[src/rtl/core/lir_pkg.sv]
// shared types and constants for the linear interpolation resampler
package lir_pkg;

  localparam int SampleW = 16;
  localparam int FracW   = 8;
  localparam int PosW    = 40;
  localparam int FrameW  = 32;
  localparam int DoneW   = 24;
  localparam int StepW   = 16;
  localparam int ChanW   = 2;
  localparam int CfgW    = 24;
  localparam int CfgIdxW = 2;

  localparam logic [CfgIdxW-1:0] CFG_STEP  = 2'd0;
  localparam logic [CfgIdxW-1:0] CFG_CHAN  = 2'd1;
  localparam logic [CfgIdxW-1:0] CFG_WIDE  = 2'd2;
  localparam logic [CfgIdxW-1:0] CFG_COUNT = 2'd3;

  localparam logic [ChanW-1:0] CHAN_STEREO = 2'd2;

  localparam logic signed [SampleW-1:0] NARROW_OFFSET = 16'sd128;

  localparam logic [StepW-1:0] STEP_RESET = 16'd256;
  localparam logic [ChanW-1:0] CHAN_RESET = 2'd1;

  typedef struct packed {
    logic signed [SampleW-1:0] sample_left;
    logic signed [SampleW-1:0] sample_right;
    logic                      final_frame;
  } lir_in_t;

  typedef struct packed {
    logic signed [SampleW-1:0] out_left;
    logic signed [SampleW-1:0] out_right;
    logic                      run_end;
  } lir_out_t;

  typedef enum logic [1:0] {
    ST_IDLE,
    ST_SPAN,
    ST_TAIL,
    ST_FLUSH
  } lir_state_e;

endpackage

[src/rtl/core/linear_interp_resampler.sv]
// top level of the linear interpolation sample rate converter
// Each request carries one mono or stereo source frame. The block emits each output
// frame whose 32.8 position lies on the previous frame, up to MAX_OUTPUTS_PER_FRAME
// per frame and the configured count in all, one output per cycle while the output
// is not stalled, through a pair of blend lanes (left and right) that share one
// fraction. A frame takes the request, emits its outputs, closes the span and
// releases the last output marked run_end. Results pass a hold and an output register;
// a stalled output holds the block back. A frame marked final also emits the tail
// toward silence and then clears the run state. Configuration writes take effect at
// once and belong between sounds or while the block is idle.
module linear_interp_resampler #(
  parameter int MAX_OUTPUTS_PER_FRAME = 16,
  parameter int SAMPLE_BITS           = 16
) (
  input  logic                          clk_i,
  input  logic                          rst_ni,
  input  logic                          in_valid_i,
  output logic                          in_ready_o,
  input  lir_pkg::lir_in_t              in_data_i,
  output logic                          out_valid_o,
  input  logic                          out_ready_i,
  output lir_pkg::lir_out_t             out_data_o,
  input  logic                          cfg_we_i,
  input  logic [lir_pkg::CfgIdxW-1:0]   cfg_idx_i,
  input  logic [lir_pkg::CfgW-1:0]      cfg_data_i
);
  import lir_pkg::*;

  localparam int CntW = $clog2(MAX_OUTPUTS_PER_FRAME + 1);
  localparam logic [CntW-1:0] CntMax = CntW'(MAX_OUTPUTS_PER_FRAME);

  function automatic logic signed [SampleW-1:0] decode(input logic [SampleW-1:0] raw,
                                                       input logic wide);
    logic signed [SampleW-1:0] w;
    logic signed [SampleW-1:0] n;
    w = SampleW'($signed(raw[SAMPLE_BITS-1:0]));
    n = $signed({{(SampleW-8){1'b0}}, raw[7:0]}) - NARROW_OFFSET;
    return wide ? w : n;
  endfunction

  // configuration
  logic [StepW-1:0] step_q;
  logic [ChanW-1:0] chan_q;
  logic             wide_q;
  logic [DoneW-1:0] count_q;

  // run state
  lir_state_e               state_q, state_d;
  logic signed [SampleW-1:0] prev_l_q, prev_l_d, prev_r_q, prev_r_d;
  logic signed [SampleW-1:0] cur_l_q, cur_l_d, cur_r_q, cur_r_d;
  logic                     fin_q, fin_d;
  logic                     have_prev_q, have_prev_d;
  logic [FrameW-1:0]        frame_q, frame_d;
  logic [PosW-1:0]          pos_q, pos_d;
  logic [DoneW-1:0]         done_q, done_d;
  logic [CntW-1:0]          cnt_q, cnt_d;

  // merge stage and output register
  logic     hold_valid_q, hold_valid_d;
  lir_out_t hold_q, hold_d;
  logic     out_valid_q, out_valid_d;
  lir_out_t out_q, out_d;
  logic     out_push;
  lir_out_t out_payload;

  logic                      stereo;
  logic signed [SampleW-1:0] dec_l, dec_r;
  logic signed [SampleW-1:0] b_l, b_r;
  logic signed [SampleW-1:0] lane_l, lane_r;
  logic [FrameW-1:0]         ahead;
  logic                      step_ok;
  logic                      can_move;
  lir_out_t                  res;

  assign stereo   = (chan_q == CHAN_STEREO);
  assign dec_l    = decode(in_data_i.sample_left, wide_q);
  assign dec_r    = stereo ? decode(in_data_i.sample_right, wide_q) : '0;
  assign b_l      = (state_q == ST_TAIL) ? '0 : cur_l_q;
  assign b_r      = (state_q == ST_TAIL) ? '0 : cur_r_q;
  assign ahead    = pos_q[PosW-1:FracW] - frame_q;
  assign step_ok  = (cnt_q < CntMax) && (done_q < count_q) &&
                    ((ahead == '0) || ahead[FrameW-1]);
  assign can_move = !out_valid_q || out_ready_i;

  lir_lane u_lane_left (
    .a_i   (prev_l_q),
    .b_i   (b_l),
    .frac_i(pos_q[FracW-1:0]),
    .y_o   (lane_l)
  );

  lir_lane u_lane_right (
    .a_i   (prev_r_q),
    .b_i   (b_r),
    .frac_i(pos_q[FracW-1:0]),
    .y_o   (lane_r)
  );

  always_comb begin
    res.out_left  = lane_l;
    res.out_right = stereo ? lane_r : '0;
    res.run_end   = 1'b0;
  end

  always_comb begin
    state_d      = state_q;
    prev_l_d     = prev_l_q;
    prev_r_d     = prev_r_q;
    cur_l_d      = cur_l_q;
    cur_r_d      = cur_r_q;
    fin_d        = fin_q;
    have_prev_d  = have_prev_q;
    frame_d      = frame_q;
    pos_d        = pos_q;
    done_d       = done_q;
    cnt_d        = cnt_q;
    hold_valid_d = hold_valid_q;
    hold_d       = hold_q;
    out_push     = 1'b0;
    out_payload  = hold_q;
    in_ready_o   = 1'b0;

    unique case (state_q)
      ST_IDLE: begin
        in_ready_o = 1'b1;
        if (in_valid_i) begin
          cur_l_d = dec_l;
          cur_r_d = dec_r;
          fin_d   = in_data_i.final_frame;
          cnt_d   = '0;
          if (have_prev_q) begin
            state_d = ST_SPAN;
          end else begin
            prev_l_d    = dec_l;
            prev_r_d    = dec_r;
            have_prev_d = 1'b1;
            if (in_data_i.final_frame) begin
              state_d = ST_TAIL;
            end
          end
        end
      end
      ST_SPAN, ST_TAIL: begin
        if (step_ok) begin
          if (!hold_valid_q || can_move) begin
            out_push     = hold_valid_q;
            hold_d       = res;
            hold_valid_d = 1'b1;
            cnt_d        = cnt_q + 1'b1;
            done_d       = done_q + 1'b1;
            pos_d        = pos_q + PosW'(step_q);
          end
        end else if (state_q == ST_SPAN) begin
          frame_d     = frame_q + 1'b1;
          prev_l_d    = cur_l_q;
          prev_r_d    = cur_r_q;
          have_prev_d = 1'b1;
          cnt_d       = '0;
          state_d     = fin_q ? ST_TAIL : ST_FLUSH;
        end else begin
          prev_l_d    = '0;
          prev_r_d    = '0;
          have_prev_d = 1'b0;
          frame_d     = '0;
          pos_d       = '0;
          done_d      = '0;
          state_d     = ST_FLUSH;
        end
      end
      ST_FLUSH: begin
        if (!hold_valid_q) begin
          state_d = ST_IDLE;
        end else if (can_move) begin
          out_push            = 1'b1;
          out_payload.run_end = 1'b1;
          hold_valid_d        = 1'b0;
          state_d             = ST_IDLE;
        end
      end
      default: begin
        state_d = ST_IDLE;
      end
    endcase
  end

  always_comb begin
    out_d       = out_q;
    out_valid_d = out_valid_q;
    if (out_push) begin
      out_d       = out_payload;
      out_valid_d = 1'b1;
    end else if (out_ready_i) begin
      out_valid_d = 1'b0;
    end
  end

  assign out_valid_o = out_valid_q;
  assign out_data_o  = out_q;

  always_ff @(posedge clk_i or negedge rst_ni) begin
    if (!rst_ni) begin
      step_q  <= STEP_RESET;
      chan_q  <= CHAN_RESET;
      wide_q  <= 1'b1;
      count_q <= '0;
    end else if (cfg_we_i) begin
      unique case (cfg_idx_i)
        CFG_STEP:  step_q  <= cfg_data_i[StepW-1:0];
        CFG_CHAN:  chan_q  <= cfg_data_i[ChanW-1:0];
        CFG_WIDE:  wide_q  <= cfg_data_i[0];
        CFG_COUNT: count_q <= cfg_data_i[DoneW-1:0];
        default:   step_q  <= step_q;
      endcase
    end
  end

  always_ff @(posedge clk_i or negedge rst_ni) begin
    if (!rst_ni) begin
      state_q      <= ST_IDLE;
      prev_l_q     <= '0;
      prev_r_q     <= '0;
      have_prev_q  <= 1'b0;
      frame_q      <= '0;
      pos_q        <= '0;
      done_q       <= '0;
      cnt_q        <= '0;
      fin_q        <= 1'b0;
      hold_valid_q <= 1'b0;
      out_valid_q  <= 1'b0;
    end else begin
      state_q      <= state_d;
      prev_l_q     <= prev_l_d;
      prev_r_q     <= prev_r_d;
      have_prev_q  <= have_prev_d;
      frame_q      <= frame_d;
      pos_q        <= pos_d;
      done_q       <= done_d;
      cnt_q        <= cnt_d;
      fin_q        <= fin_d;
      hold_valid_q <= hold_valid_d;
      out_valid_q  <= out_valid_d;
    end
  end

  always_ff @(posedge clk_i) begin
    cur_l_q <= cur_l_d;
    cur_r_q <= cur_r_d;
    hold_q  <= hold_d;
    out_q   <= out_d;
  end

endmodule

[src/rtl/core/lir_lane.sv]
// one channel lane: blends frame a toward frame b by an 8-bit fraction
module lir_lane (
  input  logic signed [lir_pkg::SampleW-1:0] a_i,
  input  logic signed [lir_pkg::SampleW-1:0] b_i,
  input  logic        [lir_pkg::FracW-1:0]   frac_i,
  output logic signed [lir_pkg::SampleW-1:0] y_o
);
  import lir_pkg::*;

  localparam int DiffW = SampleW + 1;
  localparam int ProdW = DiffW + FracW + 1;

  logic signed [DiffW-1:0] diff;
  logic signed [ProdW-1:0] prod;
  logic signed [ProdW-1:0] shifted;
  logic signed [DiffW-1:0] sum;

  assign diff    = DiffW'(b_i) - DiffW'(a_i);
  assign prod    = ProdW'(diff) * ProdW'($signed({1'b0, frac_i}));
  // arithmetic shift rounds toward minus infinity
  assign shifted = prod >>> FracW;
  assign sum     = DiffW'(a_i) + $signed(shifted[DiffW-1:0]);
  assign y_o     = sum[SampleW-1:0];

endmodule
[config.mk]
export PLATFORM = sky130hd
export DESIGN_NAME = linear_interp_resampler
export DESIGN_NICKNAME = d
export VERILOG_FILES = /design/src/rtl/core/lir_pkg.sv /design/src/rtl/core/linear_interp_resampler.sv /design/src/rtl/core/lir_lane.sv
export SDC_FILE = /design/constraint.sdc
export NUM_CORES = 1
export LEC_CHECK = 0
export BUFFER_PORTS_ARGS = -buffer_cell sky130_fd_sc_hd__buf_2
export CAP_MARGIN = 10
export CORE_ASPECT_RATIO = 0.8
export CORE_MARGIN = 5
export CORE_UTILIZATION = 60
export DETAILED_ROUTE_END_ITERATION = 6
export GPL_TIMING_DRIVEN = 1
export PLACE_DENSITY = 0.76
export SYNTH_ARGS = -nofsm -noshare
export SYNTH_HDL_FRONTEND = slang
export SYNTH_HIERARCHICAL = 1
export SYNTH_SLANG_ARGS = --single-unit
export TNS_END_PERCENT = 10
[constraint.sdc]
create_clock -name clk_i -period 9.3 [get_ports clk_i]
set_input_delay 2.79 -clock clk_i [delete_from_list [all_inputs] [get_ports clk_i]]
set_output_delay 2.79 -clock clk_i [all_outputs]
set_load 0.01 [all_outputs]
### Yosys cells after proc, flatten, opt, wreduce, memory -nomap -nowiden

Index checks and enable logic that the tools add are counted.
Widths: inputs -> output; s select.

* register bits after elaboration: 279
* input port bits: 64
* output and inout bits: 35
* logic and storage cells: 136

* add/sub/neg operators: 11
* $mul: 2
* magnitude comparators: 2
* eq/ne operators: 18
* muxes and demuxes: 53
* bitwise gates (word level): 1
* reductions and logical operators: 27

Operator list (number)
* $mux 16: 13
* $mux 40: 3
* $mux 24: 3
* $pmux 16 s2: 2
* $mul 17x9->24: 2
* $add 40x16->40: 1
* $sub 16x16->17: 2
* $add 16x16->16: 2
* $add 32x1->32 const B: 1
* $logic_not 32->1: 1
* $mux 32: 1
* $sub 32x32->32: 1
* $add 24x1->24 const B: 1
* $lt 24x24->1: 1
* $mux 5: 4
* $sub 8x8->9 const B: 2
* $mux 1: 16
* $mux 2: 6
* $ne 2x2->1 const B: 6
* $ne 3x3->1 const B: 4
* $reduce_and 2->1: 6
* $reduce_and 3->1: 4
* $reduce_and 4->1: 3
* $eq 2x2->1 const B: 5
* other kinds (14): 24

### Longest topological paths before layout

Gate-level depths: netlist of run 1.

* word-level depth: 7
* mapped depth: 40
* gate-level depth less buffers: 39

### Modules after synthesis

The synthesis of run 1 kept the hierarchy.

By module, submodules not included
* linear_interp_resampler: instances 1, cells an instance 1518, area each 15697.6 um2, sequential area each 7470.9 um2
* lir_lane at u_lane_left: instances 1, cells an instance 723, area each 5983.2 um2, sequential area each 0.0 um2
* lir_lane at u_lane_right: instances 1, cells an instance 721, area each 5819.3 um2, sequential area each 0.0 um2

### Worst setup path after synthesis of run 1

No wires, ideal clock.

* path type: reg2reg
* start: register state_q[0]
* end: register hold_q[16] in the netlist's numbering (data pin)
* library setup time: 0.255 ns
* arrival time: 8.187 ns
* data required time: 9.045 ns
* setup slack: 0.858 ns
* stages on the path, launching flop included: 40
* path buffers: 1
* period minus slack after synthesis: 8.442 ns
* cells stage by stage: dfrtp_1 -> inv_1 -> ha_1 -> clkbuf_1 -> nor2b_1 -> ha_1 -> nor2b_1 -> o21ai_1 -> a21boi_1 -> o21ai_1 -> a211oi_1 -> o21ai_0 -> nand2_1 -> o311ai_1 -> nand2_1 -> fa_1 -> inv_1 -> fa_1 -> [... 4 more ...] -> ha_1 -> a21o_1 -> a21o_1 -> a21oi_1 -> nand2_1 -> a21oi_1 -> nor2b_1 -> o31a_1 -> ha_1 -> and3_1 -> nand3_1 -> and4b_1 -> o2bb2ai_1 -> o21a_1 -> o21ai_0 -> xnor2_1 -> xnor2_1 -> and2_1

* longest elaborated chain between the ends: 5

Ends and longest elaborated chain
* from (decl): RTL line linear_interp_resampler.sv:48 `lir_state_e state_q, state_d;`
* from (signal assigned): RTL line linear_interp_resampler.sv:231 `state_q <= state_d;`
* $eq 2x2->1: RTL line linear_interp_resampler.sv:79 `assign b_r = (state_q == ST_TAIL) ? '0 : cur_r_q;`
* $mux 16: RTL line linear_interp_resampler.sv:79
* net b_r[1]: RTL line linear_interp_resampler.sv:68 `logic signed [SampleW-1:0] b_l, b_r;`
* $sub 16x16->17: RTL line lir_lane.sv:18 `assign diff = DiffW'(b_i) - DiffW'(a_i);`
* $mul 17x9->24: RTL line lir_lane.sv:19 `assign prod = ProdW'(diff) * ProdW'($signed({1'b0, frac_i}));`
* $add 16x16->16: RTL line lir_lane.sv:22 `assign sum = DiffW'(a_i) + $signed(shifted[DiffW-1:0]);`
* net lane_r[15]: RTL line linear_interp_resampler.sv:69 `logic signed [SampleW-1:0] lane_l, lane_r;`
* to (signal assigned): RTL line linear_interp_resampler.sv:248 `hold_q <= hold_d;`
* to (decl): RTL line linear_interp_resampler.sv:60 `lir_out_t hold_q, hold_d;`

The timed path passes the listed nets, and every way through them passes these cells.
A chain may end at the register's enable or synchronous reset.

### Final worst setup path of run 1

* start: register state_q[0]
* end: register hold_q[15] in the netlist's numbering (data pin)

The elaborated chain is that of the path after synthesis.

==> results of run 1 <==
==> cell usage after synthesis (9+ instances only) <==
| master | number |
|---|---|
| a22o_1 | 29 |
| o21a_1 | 24 |
| and3_1 | 35 |
| nor2_1 | 136 |
| nand2_1 | 255 |
| a211o_1 | 17 |
| buf_2 | 24 |
| xor2_1 | 28 |
| nand3_1 | 63 |
| nand4_1 | 41 |
| ha_1 | 228 |
| or3_1 | 19 |
| o21ai_0 | 89 |
| a31oi_1 | 18 |
| o41ai_1 | 11 |
| nor3_1 | 66 |
| o21ai_1 | 9 |
| or2_2 | 10 |
| fa_1 | 210 |
| nor2b_1 | 70 |
| nand2b_1 | 38 |
| o31a_1 | 16 |
| a211oi_1 | 16 |
| dfrtp_1 | 179 |
| edfxtp_1 | 97 |
| o211ai_1 | 18 |
| nor4_1 | 24 |
| clkbuf_1 | 58 |
| mux2_2 | 46 |
| mux2i_1 | 30 |
| a221o_1 | 33 |
| and2_1 | 133 |
| a21o_1 | 56 |
| xnor2_1 | 91 |
| a21oi_1 | 120 |
| o31ai_1 | 19 |
| inv_1 | 441 |
==> worst reg2reg max path: cells and delay by family (launching register included) <==
family                   cells  cell delay [ns]
adder cells (fa/ha/maj)      9             3.56
AND/OR/NAND/NOR              6             1.00
flip-flops                   1             0.40
XOR/XNOR                     2             0.62
AO/OA/AOI/OAI               12             2.59
buffers and inverters        6             0.44
==> routing by layer <==
layer / GRT usage [%] / wire (um) / vias up
met3: 5.53 / 6440 / 99
met2: 42.0 / 30800 / 908
met4: 4.92 / 1260 / 4
met5: 0 / 20 / -
li1: - / - / 10300
met1: 40.8 / 32300 / 10900
==> area by class of cell <==
class | instances | area share [%]
multi-input cells | 2152 | 60.8
flip-flops and latches | 279 | 25.0
inverters | 442 | 5.56
clock buffers | 34 | 2.66
well taps | 612 | 2.56
repair buffers | 132 | 2.54
clock inverters | 22 | 0.884
==> path summary, 6_finish.rpt <==
check / start / endpoint / depth (start not counted)
min in group asynchronous: rst_ni / count_q[22]$_DFFE_PN0P_ / 1
max in group asynchronous: rst_ni / prev_l_q[0]$_DFFE_PN0P_ / 2
worst min-delay path: hold_q[1]$_SDFFCE_PN0P_ / out_data_o[1]$_DFFE_PP_ / 0
worst max-delay path: state_q[0]$_DFFE_PN0P_ / hold_q[15]$_SDFFCE_PN0P_ / 35
worst max register to register: state_q[0]$_DFFE_PN0P_ / hold_q[15]$_SDFFCE_PN0P_ / 35
worst min register to register: hold_q[1]$_SDFFCE_PN0P_ / out_data_o[1]$_DFFE_PP_ / 0
==> registers in the layout (all words and copies together), names as in the netlist, 5 cells and up <==
signal,cells
pos_q,40
out_data_o,33
frame_q,32
hold_q,32
count_q,24
done_q,24
cur_l_q,16
cur_r_q,16
prev_l_q,16
prev_r_q,16
step_q,16
cnt_q,5
==> logic make-up after synthesis <==
| kind of cell | Yosys count |
|---|---|
| adder cells (fa/ha/maj) | 438 |
| AO/OA/AOI/OAI | 583 |
| buffers and inverters | 531 |
| multiplexers | 76 |
| flip-flops | 279 |
| AND/OR/NAND/NOR | 936 |
| XOR/XNOR | 119 |
==> through the flow <==
step / cells / worst slack, ns / cell area [um2] / hold WS, ns
global route: 3673 / 0.00346 / 29900 / 0.424
global placement: 3617 / 0.534 / 28700 / 0.404
CTS: 3673 / 0.223 / 29700 / 0.418
finish: 3673 / 0.455 / 29900 / 0.417
floorplan: 2962 / 0.858 / 27500 / 0.400
detailed placement: 3617 / 0.243 / 28700 / 0.405
==> timing repair <==
item	CTS	global route
buffers inserted	0	0
endpoints found under the setup margin	0	8
hold endpoints to repair	0	0
resized for setup	0	21
==> impl_metrics.toml, run 1 <==
[outcome]
outcome = "complete, no violations"

[critical_path]
regToRegSetupSlack_ns = 0.45
cp_slowest_cell = "fa_1"
cpPeakStageDelay_ns = 0.55
path_class = "register to register"
path_delay_family = "adder cells"
cp-start-kind = "register"
cp_max_fo = 8
critPathCaptureType = "register"
arrival_ns = 9.17
required_ns = 9.62
cpMostUsedCell = "inv_1"
cp_num_buf_inv = 6

[final_layout]
drive_above_1_share_pct = 10.3
multi_input_area_mm2 = 0.0181
seqCellArea_mm2 = 0.00747
layout_commonest_cell = "inv_1"
num-nets-final = 3539
finish.utilization_pct = 65.6
fillers = 3630
area_delta_synth_final_pct = 8.59
diodes = 0
final_cell_mix = "inv_1, nand2_1, ha_1"

[floorplan]
dieWidth_um = 249
die_height_um = 201
die_area_mm2 = 0.0502
start_util_pct = 60.4
core_mm2 = 0.0455
boundaryPins = 99
rows = 70

[placed_design]
hpwlAfterDp_um = 54200
portBuffers = 98
gp_congestion = 0.979

[synth]
syn_inst = 2962
yosys.area_share.simple_pct = 17.6
synth_edf_count = 97
yosys-top-cells-area = "dfrtp_1, fa_1, edfxtp_1, ha_1, inv_1"
ys_seq_area_share_pct = 27.2
synth_adder_area_share_pct = 25.7
synth_warnings = 6
ys.flop_type = "dfrtp_1"
synth_top_area_share_pct = 16.3
synth_compound_area_share_pct = 15.3
syn_nets = 3464
syn_area_per_cell_um2 = 9.28
ys_async_sr_fraction_pct = 65.2
synth_cell_types = 102
synth_mux_area_share_pct = 2.98
synthXorXnorAreaFrac_pct = 3.79
synth_top_family_by_area = "adder cells"
yosysTopAreaCell = "dfrtp_1"
ys_seq_elements = 279
syn_area_mm2 = 0.0275

[timing]
maxSlewHeadroom_pct = 24.7
fin_worst_skew_ns = 0.0413
maxSlewViolCount = 0
setup_viol = 0
timing.fmax_mhz = 113
finalCriticalPeriod_ns = 8.85
post-route-period-util_pct = 95.1
worst_pin_slew_ns = 1.11
hold_violations = 0
rsz0062_at_grt = "no"
fin_tns_setup_ns = 0

[grt]
grt_pass1_vias = 22000
antenna_found_initial = 2
globalRouteOverflowTotal = 0
grt_usage_pct = 27.2
grt_max_degree = 109
grt_pass1_wl_um = 114000

[detailed_routing]
drtPass1Iterations = 7
drc_errors = 0
post_drt_wl_per_cell_um = 19.3
vias_per_cell = 6.07
ant_nets = 0
totalWireLength_um = 70800
first_iter_violations = 1973
via_count = 22300

[hold_path]
min_path_type = "register to register"

[clock_tree]
cts_tree = "yes"
clk_latency_ns = 0.61
cts_root_buf = "clkbuf_16"
hold_buffers = 0
numCtsBuffers = 30
clock-sinks = 279
h-tree-depth = 1
clk_pin_slew_ns = 0.07
cts_buffer_depth = 3

[job]
drv_cap = 0
Power of run 1 is not shown: default switching activity piles up to over one toggle a cycle in this logic, so the estimate is an artifact.
==> run 2, diff against run 1 <==
Settings changed: ABC_AREA set to 1, ABC_CLOCK_PERIOD_IN_PS set to 9300, PLACE_DENSITY 0.76 to 0.75.
==> impl_metrics.toml, run 2 <==
[outcome]
outcome = "complete, no violations"

[clock_tree]
cts_tree = "yes"
clk_pin_slew_ns = 0.07
cts_buffer_depth = 3
cts_root_buf = "clkbuf_16"
hold_buffers = 0
clk_latency_ns = 0.62
numCtsBuffers = 31
cts_setup_buffers = 0
clock-sinks = 279
h-tree-depth = 1
cts_resized = 0

[critical_path]
cp-start-kind = "register"
cp_slowest_cell = "fa_1"
cp_max_fo = 18
required_ns = 9.67
critPathCaptureType = "register"
cpMostUsedCell = "inv_1"
path_class = "register to register"
reg2regPathDepth = 35
cpPeakStageDelay_ns = 0.55
arrival_ns = 8.69

[timing]
finalCriticalPeriod_ns = 8.32
setup_viol = 0
post-route-period-util_pct = 89.4
maxSlewViolCount = 0
maxSlewHeadroom_pct = 28.2
fin_worst_skew_ns = 0.0431
timing.fmax_mhz = 120
rsz0062_at_grt = "no"
worst_pin_slew_ns = 1.07
fin_ws_ns = 0.982
hold_violations = 0
fin_tns_setup_ns = 0

[synth]
synth_top_area_share_pct = 14.6
yosysTopAreaCell = "dfrtp_1"
ys.flop_type = "dfrtp_1"
synth_edf_count = 97
ys_async_sr_fraction_pct = 65.2
syn_area_per_cell_um2 = 7.31
ys_seq_elements = 279
synth_warnings = 6
synth.most_common_cell = "nand2_1"
synth_cell_types = 71
syn_area_mm2 = 0.0307
synthTopCellsByCount = "nand2_1, inv_1, nor2_1"
yosys-top-cells-area = "dfrtp_1, fa_1, nand2_1, inv_1, edfxtp_1"
syn_inst = 4199
ys_seq_area_share_pct = 24.3
syn_nets = 4701

[placed_design]
dpl_worst_slack_ns = 1.05
placed_area_mm2 = 0.0317
portBuffers = 98
gp_congestion = 0.984
hpwlAfterDp_um = 64700

[hold_path]
min_path_type = "register to register"
hold_path_depth = 0

[floorplan]
dieWidth_um = 263
rows = 74
core_mm2 = 0.0508
die_height_um = 212
die_area_mm2 = 0.0558
boundaryPins = 99
start_util_pct = 60.4

[grt]
grt_usage_pct = 28.8
globalRouteOverflowTotal = 0
grt_max_degree = 103
grt_pass1_wl_um = 132000
grt_pass1_vias = 25700
antenna_found_initial = 0

[final_layout]
fin_area_mm2 = 0.0328
layout_commonest_cell = "nand2_1"
finish.utilization_pct = 64.5
drive_above_1_share_pct = 7.97
largest_reg_flops = 40
fillers = 4545
diodes = 0
multi_input_area_mm2 = 0.0196
top_register = "pos_q"
seqCellArea_mm2 = 0.00747
num-nets-final = 4767
area_delta_synth_final_pct = 6.77
final_cell_mix = "nand2_1, inv_1, nor2_1"

[detailed_routing]
first_iter_violations = 2372
via_count = 26800
ant_nets = 0
drtPass1Iterations = 6
post_drt_wl_per_cell_um = 16.1
vias_per_cell = 5.39
drc_errors = 0
totalWireLength_um = 80200

[job]
drv_cap = 0
==> run 2: cell types whose count changed in the layout (fill, tap and decap cells not counted), moves of 78 or more <==
cell / previous run / this run
and2_1: 133 / 7
inv_1: 441 / 815
nand2_1: 255 / 1045
nand3_1: 63 / 167
nor2_1: 134 / 440
xor2_1: 26 / 104
==> run 2: routing by layer <==
| metal | wire, um | share of wire (%) | vias to the layer above | GRT usage (%) |
|---|---|---|---|---|
| met5 | 0 | 0 | - | 0 |
| met4 | 1860 | 2.3 | 0 | 6.13 |
| met3 | 6760 | 8.4 | 100 | 5.57 |
| met2 | 33500 | 42 | 888 | 43.5 |
| met1 | 38100 | 47 | 12600 | 43.5 |
| li1 | - | - | 13200 | - |
==> run 2: worst max-delay path, delay by kind of cell (launching register included) <==
family	cells	cell delay, ns
adders and majority gates	9	3.76
AOI/OAI and AO/OA	5	0.81
xor gates and xnor gates	2	0.55
DFF	1	0.40
buffers and inverters	9	0.86
and+or+nand+nor	10	1.72
==> run 2: final timing paths <==
path / startpoint / to / slack [ns]
min in group asynchronous: rst_ni / count_q[15]$_DFFE_PN0P_ / 2.22
worst max register to register: state_q[0]$_DFFE_PN0P_ / hold_q[32]$_DFFE_PP_ / 0.98
max in group asynchronous: rst_ni / out_valid_o$_DFFE_PN0P_ / 5.93
worst max-delay path: state_q[0]$_DFFE_PN0P_ / hold_q[32]$_DFFE_PP_ / 0.98
worst min-delay path: hold_q[13]$_SDFFCE_PN0P_ / out_data_o[13]$_DFFE_PP_ / 0.42
worst min register to register: hold_q[13]$_SDFFCE_PN0P_ / out_data_o[13]$_DFFE_PP_ / 0.42
==> run 2: stage by stage <==
stage          hold WS, ns  std cells
4_1_cts              0.419       4974
3_3_place_gp         0.402       4916
3_5_place_dp         0.405       4916
5_1_grt              0.425       4974
2_1_floorplan        0.400       4199
6_report             0.418       4974
==> run 2: cell families after synthesis <==
| family | count (synthesis) | synth area share [%] |
|---|---|---|
| compound gates | 443 | 8.21 |
| xor+xnor | 157 | 4.69 |
| mux | 1 | 0.0326 |
| simple gates | 1948 | 27.8 |
| buf+inv | 933 | 11.9 |
| flops | 279 | 24.3 |
| fa+ha+maj | 438 | 23.0 |
==> run 2: final cells by class <==
class                   count  share of cell area, %
clock inverters            18                  0.626
well taps                 684                   2.61
flip-flops and latches    279                   22.8
repair buffers            119                   2.00
inverters                 847                   9.71
multi-input cells        2987                   59.7
clock buffers              40                   2.53
Power of run 2 is left out for the same reason.
==> run 3, diff against run 2 <==
Settings changed: BUFFER_PORTS_ARGS -buffer_cell sky130_fd_sc_hd__buf_2 to not set, DONT_BUFFER_PORTS set to 1, PLACE_DENSITY 0.75 to 0.74.
==> impl_metrics.toml, run 3 (same netlist as run 2, synthesis figures left out) <==
[detailed_routing]
post_drt_wl_per_cell_um = 16.5
first_iter_violations = 2364
ant_nets = 0
drc_errors = 0
via_count = 26400
drtPass1Iterations = 6
totalWireLength_um = 80500
vias_per_cell = 5.42

[clock_tree]
numCtsBuffers = 30
hold_buffers = 0
cts_resized = 0
cts_root_buf = "clkbuf_16"
cts_tree = "yes"
clock-sinks = 279
cts_buffer_depth = 3
h-tree-depth = 1
cts_setup_buffers = 0
clk_latency_ns = 0.61
clk_pin_slew_ns = 0.06

[timing]
maxSlewHeadroom_pct = 26.6
fin_tns_setup_ns = 0
holdWs_ns = 0.416
maxSlewViolCount = 0
finalCriticalPeriod_ns = 8.37
setup_viol = 0
hold_violations = 0
fin_worst_skew_ns = 0.0407
post-route-period-util_pct = 90.0
timing.fmax_mhz = 119
rsz0062_at_grt = "no"
worst_pin_slew_ns = 1.10

[floorplan]
rows = 74
core_mm2 = 0.0508
boundaryPins = 99
die_height_um = 212
start_util_pct = 60.4
dieWidth_um = 263
die_area_mm2 = 0.0558

[critical_path]
path_class = "register to register"
required_ns = 9.65
path_delay_family = "adder cells"
timing.rr.end = "hold_q[30]$_DFFE_PP_"
cp_max_fo = 17
path_depth = 34
cpMostUsedCell = "inv_1"
critPathCaptureType = "register"
cpPeakStageDelay_ns = 0.60
cp_slowest_cell = "ha_1"
cp-start-kind = "register"
reg2regPathDepth = 34
reg2reg_from = "state_q[0]$_DFFE_PN0P_"
cp_num_buf_inv = 6
regToRegSetupSlack_ns = 0.93
arrival_ns = 8.72

[final_layout]
layout_commonest_cell = "nand2_1"
drive_above_1_share_pct = 5.78
top_register = "pos_q"
largest_reg_flops = 40
num-nets-final = 4668
seqCellArea_mm2 = 0.00747
fillers = 4607
final_cell_mix = "nand2_1, inv_1, nor2_1"
area_delta_synth_final_pct = 5.23
multi_input_area_mm2 = 0.0196

[placed_design]
hpwlAfterDp_um = 64300
portBuffers = 0
gp_congestion = 0.977

[grt]
grt_max_degree = 183
grt_pass1_wl_um = 131000
antenna_found_initial = 1
grt_usage_pct = 28.6
globalRouteOverflowTotal = 0
grt_pass1_vias = 25000

[hold_path]
hold_path_depth = 0
hold_start = "hold_q[23]$_DFFE_PP_"
min_path_type = "register to register"
holdPathEnd = "out_data_o[23]$_DFFE_PP_"

[job]
drv_cap = 0

[outcome]
outcome = "complete, no violations"
-- run 3: cell types whose count changed in the layout (fill, tap and decap cells not counted), sizes merged --
cell,change
buf,-97
clkbuf,-6
bufinv,+3
clkinv,+3
inv,-3
diode,+2
-- run 3: area by class of cell --
cell class | count | share of cell area, %
multi-input combinational | 2987 | 60.6
sequential | 279 | 23.1
inverter | 847 | 9.85
tap | 684 | 2.65
clock buffer | 35 | 2.38
clock inverter | 21 | 0.891
timing repair buffer | 21 | 0.488
antenna | 2 | 0.0155
-- run 3: how the worst max path moves through the flow --
stage / slack (ns) / endpoint / start
CTS: 1.05 / hold_q[30]$_DFFE_PP_ / state_q[0]$_DFFE_PN0P_
global placement: 1.13 / hold_q[30]$_DFFE_PP_ / state_q[0]$_DFFE_PN0P_
finish: 0.93 / hold_q[30]$_DFFE_PP_ / state_q[0]$_DFFE_PN0P_
detailed placement: 1.03 / hold_q[30]$_DFFE_PP_ / state_q[0]$_DFFE_PN0P_
floorplan: 2.07 / hold_q[30]$_DFFE_PP_ / state_q[0]$_DFFE_PN0P_
global route: 0.39 / hold_q[29]$_DFFE_PP_ / state_q[0]$_DFFE_PN0P_
-- run 3: stage by stage --
step                      instances  area, um2  util (%)  worst slack (ns)
after floorplan                4199      30700         -              2.07
after global placement         4818      31200      61.4              1.13
after detailed placement       4818      31200      61.4              1.03
after CTS                      4874      32300      63.5              1.05
after global routing           4874      32300      63.5             0.386
final                          4876      32300      63.5             0.930
-- run 3: layer usage --
metal / vias to the layer above / track usage [%] / routed length (um)
li1: 13000 / - / -
met1: 12400 / 43.3 / 38500
met5: - / 0 / 0
met3: 91 / 5.01 / 6400
met4: 0 / 5.34 / 1560
met2: 884 / 44.0 / 34000
Power of run 3 is left out for the same reason.
